`config.mk`:
```
export PLATFORM = sky130hd
export DESIGN_NAME = char_lcd_nibble_queue_driver
export DESIGN_NICKNAME = d
export VERILOG_FILES = /design/src/rtl/lcdq_pkg.sv /design/src/rtl/lcdq_front.sv /design/src/rtl/lcdq_back.sv /design/src/rtl/char_lcd_nibble_queue_driver.sv
export SDC_FILE = /design/constraint.sdc
export NUM_CORES = 1
export LEC_CHECK = 0
export BUFFER_PORTS_ARGS = -buffer_cell sky130_fd_sc_hd__clkbuf_2
export CORE_ASPECT_RATIO = 0.7
export CORE_UTILIZATION = 40
export DETAILED_ROUTE_END_ITERATION = 12
export GPL_TIMING_DRIVEN = 0
export PLACE_DENSITY_LB_ADDON = 0.25
export SLEW_MARGIN = 20
export SYNTH_ARGS = -nofsm -noshare
export SYNTH_HDL_FRONTEND = slang
export SYNTH_SLANG_ARGS = --single-unit
```
`constraint.sdc`:
```
create_clock -name clk -period 7.8 [get_ports clk]
set_input_delay 0.78 -clock clk [delete_from_list [all_inputs] [get_ports clk]]
set_output_delay 0.78 -clock clk [all_outputs]
set_load 0.005 [all_outputs]
```
`src/rtl/lcdq_pkg.sv`:
```
// Shared types, constants and the setup command table for the LCD nibble queue driver.
// No dependencies; used by lcdq_front, lcdq_back and the top level.
`default_nettype none

package lcdq_pkg;

  // Nibble queue geometry
  localparam int QUEUE_DEPTH = 32;
  localparam int PTR_W       = $clog2(QUEUE_DEPTH);
  localparam int CNT_W       = $clog2(QUEUE_DEPTH + 1);

  // Configuration register indexes
  localparam int CFG_IDX_W = 2;
  localparam logic [CFG_IDX_W-1:0] REG_POWER_UP_WAIT = 2'd0;
  localparam logic [CFG_IDX_W-1:0] REG_WAKE_WAIT     = 2'd1;
  localparam logic [CFG_IDX_W-1:0] REG_MODE_WAIT     = 2'd2;

  // Register reset values
  localparam logic [7:0] POWER_UP_WAIT_RST = 8'd10;
  localparam logic [7:0] WAKE_WAIT_RST     = 8'd2;
  localparam logic [7:0] MODE_WAIT_RST     = 8'd1;

  // Wake sequence phases
  localparam logic [2:0] PHASE_POWER_UP  = 3'd0;
  localparam logic [2:0] PHASE_LAST_WAKE = 3'd2;
  localparam logic [2:0] PHASE_MODE_NIB  = 3'd3;
  localparam logic [2:0] PHASE_SETUP     = 3'd4;
  localparam logic [2:0] PHASE_READY     = 3'd5;

  // Raw wake nibbles
  localparam logic [3:0] NIB_WAKE = 4'h3;
  localparam logic [3:0] NIB_MODE = 4'h2;

  // Setup commands queued at the end of the wake sequence
  localparam logic [7:0] SETUP_FUNC_SET = 8'h28;
  localparam logic [7:0] SETUP_DISP_OFF = 8'h08;
  localparam logic [7:0] SETUP_CLEAR    = 8'h01;
  localparam logic [7:0] SETUP_ENTRY    = 8'h06;
  localparam logic [7:0] SETUP_DISP_ON  = 8'h0C;
  localparam int SETUP_IDX_W = 4;
  localparam logic [SETUP_IDX_W-1:0] SETUP_LAST = 4'd9;

  // One queue entry: command tag and nibble
  typedef struct packed {
    logic       cmd;
    logic [3:0] nib;
  } lcdq_entry_t;

  // Classified item handed from front to back
  typedef struct packed {
    logic        push;
    lcdq_entry_t hi;
    lcdq_entry_t lo;
  } lcdq_op_t;

  // Result beat
  typedef struct packed {
    logic       push_accepted;
    logic       strobe;
    logic [3:0] nibble;
    logic       reg_select;
    logic       ready;
  } lcdq_res_t;

  // Nibble k of the setup sequence, high nibble of each command first
  function automatic logic [3:0] setup_nibble(input logic [SETUP_IDX_W-1:0] k);
    logic [7:0] b;
    case (k[SETUP_IDX_W-1:1])
      3'd0:    b = SETUP_FUNC_SET;
      3'd1:    b = SETUP_DISP_OFF;
      3'd2:    b = SETUP_CLEAR;
      3'd3:    b = SETUP_ENTRY;
      default: b = SETUP_DISP_ON;
    endcase
    return k[0] ? b[3:0] : b[7:4];
  endfunction

endpackage

`default_nettype wire

```
`src/rtl/lcdq_front.sv`:
```
// Front end: accepts items, splits a push byte into tagged nibbles, holds them in a
// two-entry op queue for the back end. Depends on lcdq_pkg.
`default_nettype none

module lcdq_front (
  input  wire logic             clk,
  input  wire logic             rst,
  input  wire logic             item_valid,
  output logic                  item_ready,
  input  wire logic             func,
  input  wire logic [7:0]       data_byte,
  input  wire logic             is_command,
  output logic                  op_valid,
  input  wire logic             op_ready,
  output lcdq_pkg::lcdq_op_t    op
);

  lcdq_pkg::lcdq_op_t in_op;
  lcdq_pkg::lcdq_op_t slot0;
  lcdq_pkg::lcdq_op_t slot1;
  logic [1:0] count;
  logic       wsel;
  logic       rsel;
  logic       accept;
  logic       pop;

  // Classify the incoming beat
  always_comb begin
    in_op.push   = func;
    in_op.hi.cmd = is_command;
    in_op.hi.nib = data_byte[7:4];
    in_op.lo.cmd = is_command;
    in_op.lo.nib = data_byte[3:0];
  end

  assign item_ready = (count != 2'd2);
  assign op_valid   = (count != 2'd0);
  assign op         = rsel ? slot1 : slot0;
  assign accept     = item_valid && item_ready;
  assign pop        = op_valid && op_ready;

  // Queue storage
  always_ff @(posedge clk) begin
    if (accept) begin
      if (wsel) begin
        slot1 <= in_op;
      end else begin
        slot0 <= in_op;
      end
    end
  end

  // Queue pointers and occupancy
  always_ff @(posedge clk) begin
    if (rst) begin
      count <= 2'd0;
      wsel  <= 1'b0;
      rsel  <= 1'b0;
    end else begin
      if (accept) begin
        wsel <= ~wsel;
      end
      if (pop) begin
        rsel <= ~rsel;
      end
      if (accept && !pop) begin
        count <= count + 2'd1;
      end else if (pop && !accept) begin
        count <= count - 2'd1;
      end
    end
  end

endmodule

`default_nettype wire

```
`src/rtl/lcdq_back.sv`:
```
// Back end: wake sequencer, nibble queue memory, delay counter, config registers and
// the result register. Depends on lcdq_pkg.
`default_nettype none

module lcdq_back (
  input  wire logic                               clk,
  input  wire logic                               rst,
  input  wire logic                               op_valid,
  output logic                                    op_ready,
  input  wire lcdq_pkg::lcdq_op_t                 op,
  input  wire logic                               cfg_write,
  input  wire logic [lcdq_pkg::CFG_IDX_W-1:0]     cfg_index,
  input  wire logic [7:0]                         cfg_data,
  output logic                                    res_valid,
  input  wire logic                               res_ready,
  output lcdq_pkg::lcdq_res_t                     res
);

  localparam logic [1:0] ST_IDLE    = 2'd0;
  localparam logic [1:0] ST_PUSH_LO = 2'd1;
  localparam logic [1:0] ST_READ    = 2'd2;
  localparam logic [1:0] ST_SETUP   = 2'd3;

  logic [1:0]                       state;
  logic [lcdq_pkg::PTR_W-1:0]       wr_ptr;
  logic [lcdq_pkg::PTR_W-1:0]       rd_ptr;
  logic [lcdq_pkg::CNT_W-1:0]       fill;
  logic [7:0]                       wait_counter;
  logic [2:0]                       phase;
  logic [lcdq_pkg::SETUP_IDX_W-1:0] setup_idx;
  lcdq_pkg::lcdq_entry_t            lo_hold;
  logic [7:0]                       wake_wait;
  logic [7:0]                       mode_wait;

  lcdq_pkg::lcdq_entry_t mem [lcdq_pkg::QUEUE_DEPTH];
  lcdq_pkg::lcdq_entry_t mem_rdata;
  lcdq_pkg::lcdq_entry_t mem_wdata;
  logic                  mem_we;
  logic                  mem_re;

  logic start;
  logic is_ready;
  logic have_room;

  function automatic logic [lcdq_pkg::PTR_W-1:0] next_ptr(
    input logic [lcdq_pkg::PTR_W-1:0] p
  );
    return (p == lcdq_pkg::PTR_W'(lcdq_pkg::QUEUE_DEPTH - 1)) ?
           '0 : p + lcdq_pkg::PTR_W'(1);
  endfunction

  // Op start and queue status
  assign is_ready  = (phase >= lcdq_pkg::PHASE_READY);
  assign have_room = (fill <= lcdq_pkg::CNT_W'(lcdq_pkg::QUEUE_DEPTH - 2));
  assign start     = (state == ST_IDLE) && op_valid && (!res_valid || res_ready);
  assign op_ready  = start;

  // Memory port control: one write, one registered read
  always_comb begin
    mem_we    = 1'b0;
    mem_wdata = op.hi;
    case (state)
      ST_IDLE: begin
        mem_we = start && op.push && is_ready && have_room;
      end
      ST_PUSH_LO: begin
        mem_we    = 1'b1;
        mem_wdata = lo_hold;
      end
      ST_SETUP: begin
        mem_we        = 1'b1;
        mem_wdata.cmd = 1'b1;
        mem_wdata.nib = lcdq_pkg::setup_nibble(setup_idx);
      end
      default: begin
        mem_we = 1'b0;
      end
    endcase
  end

  assign mem_re = start && !op.push && is_ready && (fill != '0);

  always_ff @(posedge clk) begin
    if (mem_we) begin
      mem[wr_ptr] <= mem_wdata;
    end
  end

  always_ff @(posedge clk) begin
    if (mem_re) begin
      mem_rdata <= mem[rd_ptr];
    end
  end

  // Push low nibble holding register
  always_ff @(posedge clk) begin
    if (start) begin
      lo_hold <= op.lo;
    end
  end

  // Sequencer, queue pointers, wake timing, config and result register
  always_ff @(posedge clk) begin
    if (rst) begin
      state         <= ST_IDLE;
      wr_ptr        <= '0;
      rd_ptr        <= '0;
      fill          <= '0;
      wait_counter  <= lcdq_pkg::POWER_UP_WAIT_RST;
      phase         <= lcdq_pkg::PHASE_POWER_UP;
      setup_idx     <= '0;
      wake_wait     <= lcdq_pkg::WAKE_WAIT_RST;
      mode_wait     <= lcdq_pkg::MODE_WAIT_RST;
      res_valid     <= 1'b0;
      res           <= '0;
    end else begin
      if (res_valid && res_ready) begin
        res_valid <= 1'b0;
      end

      case (state)
        ST_IDLE: begin
          if (start) begin
            if (op.push) begin
              if (is_ready && have_room) begin
                wr_ptr <= next_ptr(wr_ptr);
                state  <= ST_PUSH_LO;
              end else begin
                res_valid <= 1'b1;
                res       <= lcdq_pkg::lcdq_res_t'{1'b0, 1'b0, 4'h0, 1'b0, is_ready};
              end
            end else if (!is_ready) begin
              if (wait_counter != 8'd0) begin
                // still counting down
                wait_counter <= wait_counter - 8'd1;
                res_valid    <= 1'b1;
                res          <= lcdq_pkg::lcdq_res_t'{1'b0, 1'b0, 4'h0, 1'b0, 1'b0};
              end else if (phase <= lcdq_pkg::PHASE_LAST_WAKE) begin
                wait_counter <= wake_wait;
                phase        <= phase + 3'd1;
                res_valid    <= 1'b1;
                res <= lcdq_pkg::lcdq_res_t'{1'b0, 1'b1, lcdq_pkg::NIB_WAKE, 1'b0, 1'b0};
              end else if (phase == lcdq_pkg::PHASE_MODE_NIB) begin
                wait_counter <= mode_wait;
                phase        <= lcdq_pkg::PHASE_SETUP;
                res_valid    <= 1'b1;
                res <= lcdq_pkg::lcdq_res_t'{1'b0, 1'b1, lcdq_pkg::NIB_MODE, 1'b0, 1'b0};
              end else begin
                // queue the setup commands, one nibble a cycle
                setup_idx <= '0;
                state     <= ST_SETUP;
              end
            end else if (fill != '0) begin
              rd_ptr <= next_ptr(rd_ptr);
              fill   <= fill - lcdq_pkg::CNT_W'(1);
              state  <= ST_READ;
            end else begin
              res_valid <= 1'b1;
              res       <= lcdq_pkg::lcdq_res_t'{1'b0, 1'b0, 4'h0, 1'b0, 1'b1};
            end
          end
        end
        ST_PUSH_LO: begin
          wr_ptr    <= next_ptr(wr_ptr);
          fill      <= fill + lcdq_pkg::CNT_W'(2);
          state     <= ST_IDLE;
          res_valid <= 1'b1;
          res       <= lcdq_pkg::lcdq_res_t'{1'b1, 1'b0, 4'h0, 1'b0, 1'b1};
        end
        ST_READ: begin
          state     <= ST_IDLE;
          res_valid <= 1'b1;
          res <= lcdq_pkg::lcdq_res_t'{1'b0, 1'b1, mem_rdata.nib, ~mem_rdata.cmd, 1'b1};
        end
        ST_SETUP: begin
          wr_ptr <= next_ptr(wr_ptr);
          fill   <= fill + lcdq_pkg::CNT_W'(1);
          if (setup_idx == lcdq_pkg::SETUP_LAST) begin
            phase     <= lcdq_pkg::PHASE_READY;
            state     <= ST_IDLE;
            res_valid <= 1'b1;
            res       <= lcdq_pkg::lcdq_res_t'{1'b0, 1'b0, 4'h0, 1'b0, 1'b1};
          end else begin
            setup_idx <= setup_idx + lcdq_pkg::SETUP_IDX_W'(1);
          end
        end
        default: begin
          state <= ST_IDLE;
        end
      endcase

      // Register writes; power-up delay reloads while still in the first wait
      if (cfg_write) begin
        case (cfg_index)
          lcdq_pkg::REG_POWER_UP_WAIT: begin
            if (phase == lcdq_pkg::PHASE_POWER_UP) begin
              wait_counter <= cfg_data;
            end
          end
          lcdq_pkg::REG_WAKE_WAIT: begin
            wake_wait <= cfg_data;
          end
          lcdq_pkg::REG_MODE_WAIT: begin
            mode_wait <= cfg_data;
          end
          default: begin
          end
        endcase
      end
    end
  end

endmodule

`default_nettype wire

```
`src/rtl/char_lcd_nibble_queue_driver.sv`:
```
// Top level of the 4-bit character LCD driver: front end, op queue and back end.
// Depends on lcdq_pkg, lcdq_front and lcdq_back.
`default_nettype none

// Each item is one beat: func=0 is a timer tick, func=1 pushes a byte as two nibbles.
// Every item returns exactly one result beat. Items pass through a two-entry op queue
// and are then carried out one at a time by the back end: a tick that waits, sends a
// wake nibble or finds the queue empty, and a refused push, are answered from the idle
// state; an accepted push makes two writes through the single write port of the nibble
// memory; a tick that sends a queued nibble uses a registered memory read; the tick that
// ends the wake sequence holds the back end while the ten setup nibbles are written.
// The result register frees the back end as soon as a waiting result is taken.
// Configuration writes are taken in every cycle (cfg_ready is always high).
module char_lcd_nibble_queue_driver (
  input  wire logic                           clk,
  input  wire logic                           rst,
  input  wire logic                           item_valid,
  output logic                                item_ready,
  input  wire logic                           func,
  input  wire logic [7:0]                     data_byte,
  input  wire logic                           is_command,
  output logic                                result_valid,
  input  wire logic                           result_ready,
  output logic                                push_accepted,
  output logic                                strobe_res,
  output logic [3:0]                          nibble,
  output logic                                reg_select,
  output logic                                ready_res,
  input  wire logic                           cfg_valid,
  output logic                                cfg_ready,
  input  wire logic [lcdq_pkg::CFG_IDX_W-1:0] cfg_index,
  input  wire logic [7:0]                     cfg_data
);

  lcdq_pkg::lcdq_op_t  op;
  lcdq_pkg::lcdq_res_t res;
  logic                op_valid;
  logic                op_ready;

  assign cfg_ready = 1'b1;

  lcdq_front u_front (
    .clk        (clk),
    .rst        (rst),
    .item_valid (item_valid),
    .item_ready (item_ready),
    .func       (func),
    .data_byte  (data_byte),
    .is_command (is_command),
    .op_valid   (op_valid),
    .op_ready   (op_ready),
    .op         (op)
  );

  lcdq_back u_back (
    .clk       (clk),
    .rst       (rst),
    .op_valid  (op_valid),
    .op_ready  (op_ready),
    .op        (op),
    .cfg_write (cfg_valid && cfg_ready),
    .cfg_index (cfg_index),
    .cfg_data  (cfg_data),
    .res_valid (result_valid),
    .res_ready (result_ready),
    .res       (res)
  );

  // Result fields
  assign push_accepted = res.push_accepted;
  assign strobe_res    = res.strobe;
  assign nibble        = res.nibble;
  assign reg_select    = res.reg_select;
  assign ready_res     = res.ready;

endmodule

`default_nettype wire

```
# After elaboration in Yosys (flattened, before gate mapping)
# Memory sizes are Yosys's and may differ from the RTL's. A register that Yosys moved wholly into a read port is not among the register bits.
# Index checks and enable logic that the tools add are counted.
dict set report word_totals {
  reg_bits 87
  ram_bits 160
  word_cells 200
  n_memories 1
}
# memory depth width rd rd_ports_with_merged_regs write_ports line
set mem_list {}
lappend mem_list {u_back.mem 32 5 1 1 1 lcdq_back.sv:35} ;# lcdq_pkg::lcdq_entry_t mem [lcdq_pkg::QUEUE_DEPTH];
dict set report op_classes {
  addsub 10
  n_lt_le_gt_ge 3
  eq_ne 34
  mux 77
  bitwise_logic 4
  n_reduce_logical 43
}
# operator n
set ops {}
lappend ops {{8-bit two-way mux} 19}
lappend ops {{4-bit two-way mux} 8}
lappend ops {{8-bit case mux with 4 select lines} 1}
lappend ops {{5-bit two-way mux} 5}
lappend ops {{6-bit two-way mux} 4}
lappend ops {{6-bit case mux with 4 select lines} 1}
lappend ops {{2-bit two-way mux} 11}
lappend ops {{3-bit two-way mux} 7}
lappend ops {{5-bit case mux with 2 select lines} 2}
lappend ops {{2-bit != test (second input constant)} 9}
lappend ops {{6-bit case mux with 3 select lines} 1}
lappend ops {{5-bit AND reduction} 3}
lappend ops {{1-bit logical AND} 14}
lappend ops {{7-bit AND reduction} 2}
lappend ops {{1-bit two-way mux} 12}
lappend ops {{4-bit by 2-bit != test with 1-bit output (second input constant)} 3}
lappend ops {{11-bit two-way mux} 1}
lappend ops {{5-bit by 1-bit adder with 5-bit output (second input constant)} 2}
lappend ops {{5-bit == test (second input constant)} 2}
lappend ops {{3-bit by 2-bit == test with 1-bit output (second input constant)} 3}
lappend ops {{3-bit != test (second input constant)} 3}
lappend ops {{2-bit by 1-bit != test with 1-bit output (second input constant)} 4}
lappend ops {{4-bit by 3-bit != test with 1-bit output (second input constant)} 2}
lappend ops {{4-bit case mux with 2 select lines} 1}
lappend ops {{33 further kinds} 51}

# Depth between registers and ports, before layout
dict set report depth {
  ltp_word 11
  ltp_mapped 9
  mapped_depth_nobuf 8
}

# Hierarchy
# A second synthesis with hierarchy kept.
dict set report hier_totals {
  hier_cells 814
  area_unflattened_um2 11324.6
}
# module n_inst cells_each area_each_um2 seq_area_each_um2
set modules_own_cells {}
lappend modules_own_cells {lcdq_back 1 758 10381.2 6266.0}
lappend modules_own_cells {lcdq_front 1 54 932.1 680.7}
lappend modules_own_cells {char_lcd_nibble_queue_driver 1 2 11.3 0.0}

# Worst setup path after synthesis
# Ideal clock, no wire load.
dict set report synth_path {
  kind {register -> register}
  from {reg u_back.state[0]}
  to {mem u_back.mem[0][0] (netlist name), data pin}
  setup_ps 615
  arrival_ps 3237
  t_required_ps 7185
  path_slack_ps 3947
  stages_incl_launch_ff 6
  path_buffers 2
  path_cell_list {dfxtp_1 ha_1 clkbuf_1 clkbuf_1 nand2_1 o311ai_0}
}
# element line
set synth_rtl {}
lappend synth_rtl {{from (decl)} lcdq_back.sv:24} ;# logic [1:0] state;
lappend synth_rtl {{from (signal assigned)} lcdq_back.sv:105} ;# state <= ST_IDLE;
lappend synth_rtl {{from (signal assigned)} lcdq_back.sv:127} ;# state <= ST_PUSH_LO;
lappend synth_rtl {{from (signal assigned)} lcdq_back.sv:151} ;# state <= ST_SETUP;
lappend synth_rtl {{to (decl)} lcdq_back.sv:35}

# Worst setup path after layout
dict set report layout_path {
  from {reg u_back.state[0]}
  to {mem u_back.mem[20][2] (netlist name), enable pin}
}
dict set report layout_between {
  elab_chain_cells 9
  elab_cells_between_ends 12
  cone_classes {eq/ne (2); mux (3); reduce/logical (7)}
}
# element line
set layout_rtl {}
lappend layout_rtl {{2-bit zero test} {lcdq_back.sv:55, lcdq_back.sv:62}}
lappend layout_rtl {{1-bit logical AND (2 in series)} lcdq_back.sv:55} ;# assign start = (state == ST_IDLE) && op_valid && (!res_valid || res_ready);
lappend layout_rtl {{1-bit logical AND (3 in series)} lcdq_back.sv:64} ;# mem_we = start && op.push && is_ready && have_room;
lappend layout_rtl {{1-bit case mux with 2 select lines *} lcdq_back.sv:62} ;# case (state)
lappend layout_rtl {{1-bit two-way mux *} lcdq_back.sv:84} ;# if (mem_we) begin
lappend layout_rtl {{1-bit two-way mux (implied by the code) *} lcdq_back.sv:85} ;# mem[wr_ptr] <= mem_wdata;
# Every way passes the cells marked *; elsewhere a longest branch is shown, timed or not.

==> run metrics <==
area of the mapped netlist 11,200 um^2; Worst R2R Setup Slack 4.73 ns; Max FO, Critical Path 8; DRT antenna net count 0; final period utilization 39.4%; GRT Overall Usage 18.7%; Max H-tree Level 1; # diodes 0; M3 GR Usage 4.24%; Syn Nets 862; Finish-stage setup viols 0; worst clock skew 0.00858 ns; grt total ovfl 0; Residual DRC 0; Reg area 6950 um^2; Final Max Tran Viols 0; max cap viols 0; Placed Cells 1,212; slowest stage delay, CP 0.62 ns; Worst Max-Slew Pin Slew 0.906 ns; Rel. slew slack 39.4%; Fill cells 2,486; RSZ-0062 raised after global routing false; met1 usage 30.7%; post-CTS resize count 0; Yosys cell types 73; # port buffers 34; status complete, no violations; pwr dens 298 nW/um^2; most used routing layer met1; Syn Inst Count 809; DPL Wire Length 18,600 um; hold-fix buffers at CTS 0; min-delay worst type in -> reg; WL final 26,600 um; synth warn 0; die width 202 um; share of cells above drive strength 1 18.5%; clock buffer depth 3; core area 27,200 um^2; Pleak 0.00421 uW; Seq/Total Area, Yosys 61.8%; CP max-delay cell nor2_1; Layout area overhead 13.5%; Post-CTS Setup Bufs 0; CP Data Arrival Time 3.24 ns; Setup CP Type reg -> reg; grt met2 use 24.8%; area of the multi-input gates 4090 um^2; Max VDD drop 0.136 mV; commonest cells in the synthesized netlist 190 x edfxtp_1, 81 x nor2_1, 62 x dfxtp_1, 50 x mux4_2, 49 x nand2_1; CP Cell Sequence inv_1 -> ha_1 -> o21a_1 -> nand2_1 -> o21ai_1 -> nand3b_1 -> nor2_1; TritonCTS Buffers 24; CP required 7.96 ns; Post-synth EDFFs 190; WP buf/inv 1; first-pass GRT wire length 40,700 um; Root Driver clkbuf_16; Die ar. 28,800 um^2; CP Capture Type register; largest net degree at the start of global routing 33; cell family with most CP delay simple AND/OR/NAND/NOR gates; DR pass1 iterations 5; Max Clock Freq 325 MHz; Site Rows 50; die boundary height 142 um; Synth Area per Inst 13.9 um^2; Clock Sinks 252; ys flop type edfxtp_1; initial DRC count 724; top cells by area, synth edfxtp_1 51%, dfxtp_1 11%, mux4_2 10%, ha_1 3.0%, nor2_1 2.7%; Routability Congestion 0.890; Post-synth ARST share 0%; Worst-path clk slew 0.06 ns; number of vias per cell 5.66; final hold slack 0.441 ns; via count 7,106; Layout Cells excl Fill 1,256; I/O pins 36; flops & latches, synth 252; initial antenna violation count 0; vias in the first global route 6,737; WL per Instance 21.1 um; Final min period 3.07 ns; top-count cell post-synth edfxtp_1; crit start category register; Nets 927; Initial Utilization 41.4%; final setup TNS 0 ns; CTS tree done; Final Hold Viols 0; top cell type's share of synthesized area 50.7%; worst skew pair latency 0.53 ns; cell taking the most area after synthesis edfxtp_1
## report_power, final
part	switching [uW]	internal, uW
Sequential	53.4	1680
Combinational	570	285
Clock	498	705
## layout by cell type (no fill, tap or decap), types with 5 or more instances in the layout
cell	n
nor2_1	81
clkbuf_2	34
a311oi_1	6
nand3b_1	10
buf_1	5
nand3_1	25
nand2b_1	5
mux2_2	15
mux4_2	50
clkbuf_16	25
clkbuf_1	37
o21ai_0	28
a211oi_1	12
a21oi_1	37
mux2i_1	24
nor3_1	12
nor2b_1	14
ha_1	27
xnor2_1	5
inv_1	17
a31oi_1	6
buf_2	5
and3_1	6
nand2_1	48
dfxtp_1	62
edfxtp_1	190
clkinv_2	5
or3_1	5
## routing by layer
layer,vias to the layer above,wire length [um]
met2,259,10700
met4,0,402
li1,3251,-
met5,-,0
met3,35,2310
met1,3561,13200
## worst reg2reg max path: stages, from the launching register on
cell      delay, ns
dfxtp_1        0.35
inv_1          0.12
ha_1           0.34
o21a_1         0.23
nand2_1        0.22
o21ai_1        0.37
nand3b_1       0.47
nor2_1         0.62
## cells by family (layout without fill, tap and decap cells)
family / count (synthesis) / after routing / synth area share, %
mux: 94 / 94 / 14.2
xor+xnor: 8 / 8 / 0.623
simple gates: 229 / 229 / 9.87
fa+ha+maj: 28 / 28 / 3.18
compound gates: 135 / 135 / 8.09
buf+inv: 62 / 145 / 2.23
flops: 252 / 252 / 61.8
other cells: 1 / 1 / 0.0333
## layout make-up
type | count | area share (%)
flip-flops and latches | 252 | 54.4
plain buffers | 43 | 1.40
well taps | 364 | 3.57
multi-input cells | 495 | 32.0
clock buffers | 33 | 5.30
inverters | 19 | 0.559
clock inverters | 11 | 1.00
repair buffers | 39 | 1.72
## stage by stage
step	area [um^2]	power [uW]	utilization [%]	setup WS [ns]
global placement	11900	2580	43.7	0.756
detailed placement	12000	2620	44.0	4.72
finish	12800	3800	47.0	4.73
floorplan	11200	2310	-	3.95
CTS	12800	3820	47.0	4.75
global route	12800	3970	47.0	4.56
## flip-flops by register name, indices dropped and copies added, names as in the netlist
register             count
u_back.wr_ptr            5
u_back.res_valid         1
u_back.mem_rdata         5
u_back.state             2
u_back.res               8
u_front.count            2
u_back.wake_wait         8
u_back.mem             160
u_front.wsel             1
u_back.lo_hold           5
u_front.rsel             1
u_back.mode_wait         8
u_front.slot0           10
u_back.wait_counter      8
u_back.phase             3
u_back.setup_idx         4
u_back.rd_ptr            5
u_front.slot1           10
u_back.fill              6
## worst paths after layout
| path | start | end | cells after the start |
|---|---|---|---|
| worst max-delay path | u_back.state[0]$_SDFFE_PP0P_ | u_back.mem[20][2]$_DFFE_PP_ | 7 |
| worst min-delay path | data_byte[4] | u_front.slot0[5]$_DFFE_PP_ | 1 |
| worst max register to register | u_back.state[0]$_SDFFE_PP0P_ | u_back.mem[20][2]$_DFFE_PP_ | 7 |
| worst min register to register | u_back.mode_wait[1]$_SDFFE_PP0P_ | u_back.mode_wait[1]$_SDFFE_PP0P_ | 2 |
Note: power is estimated with default switching activity, not from simulation.
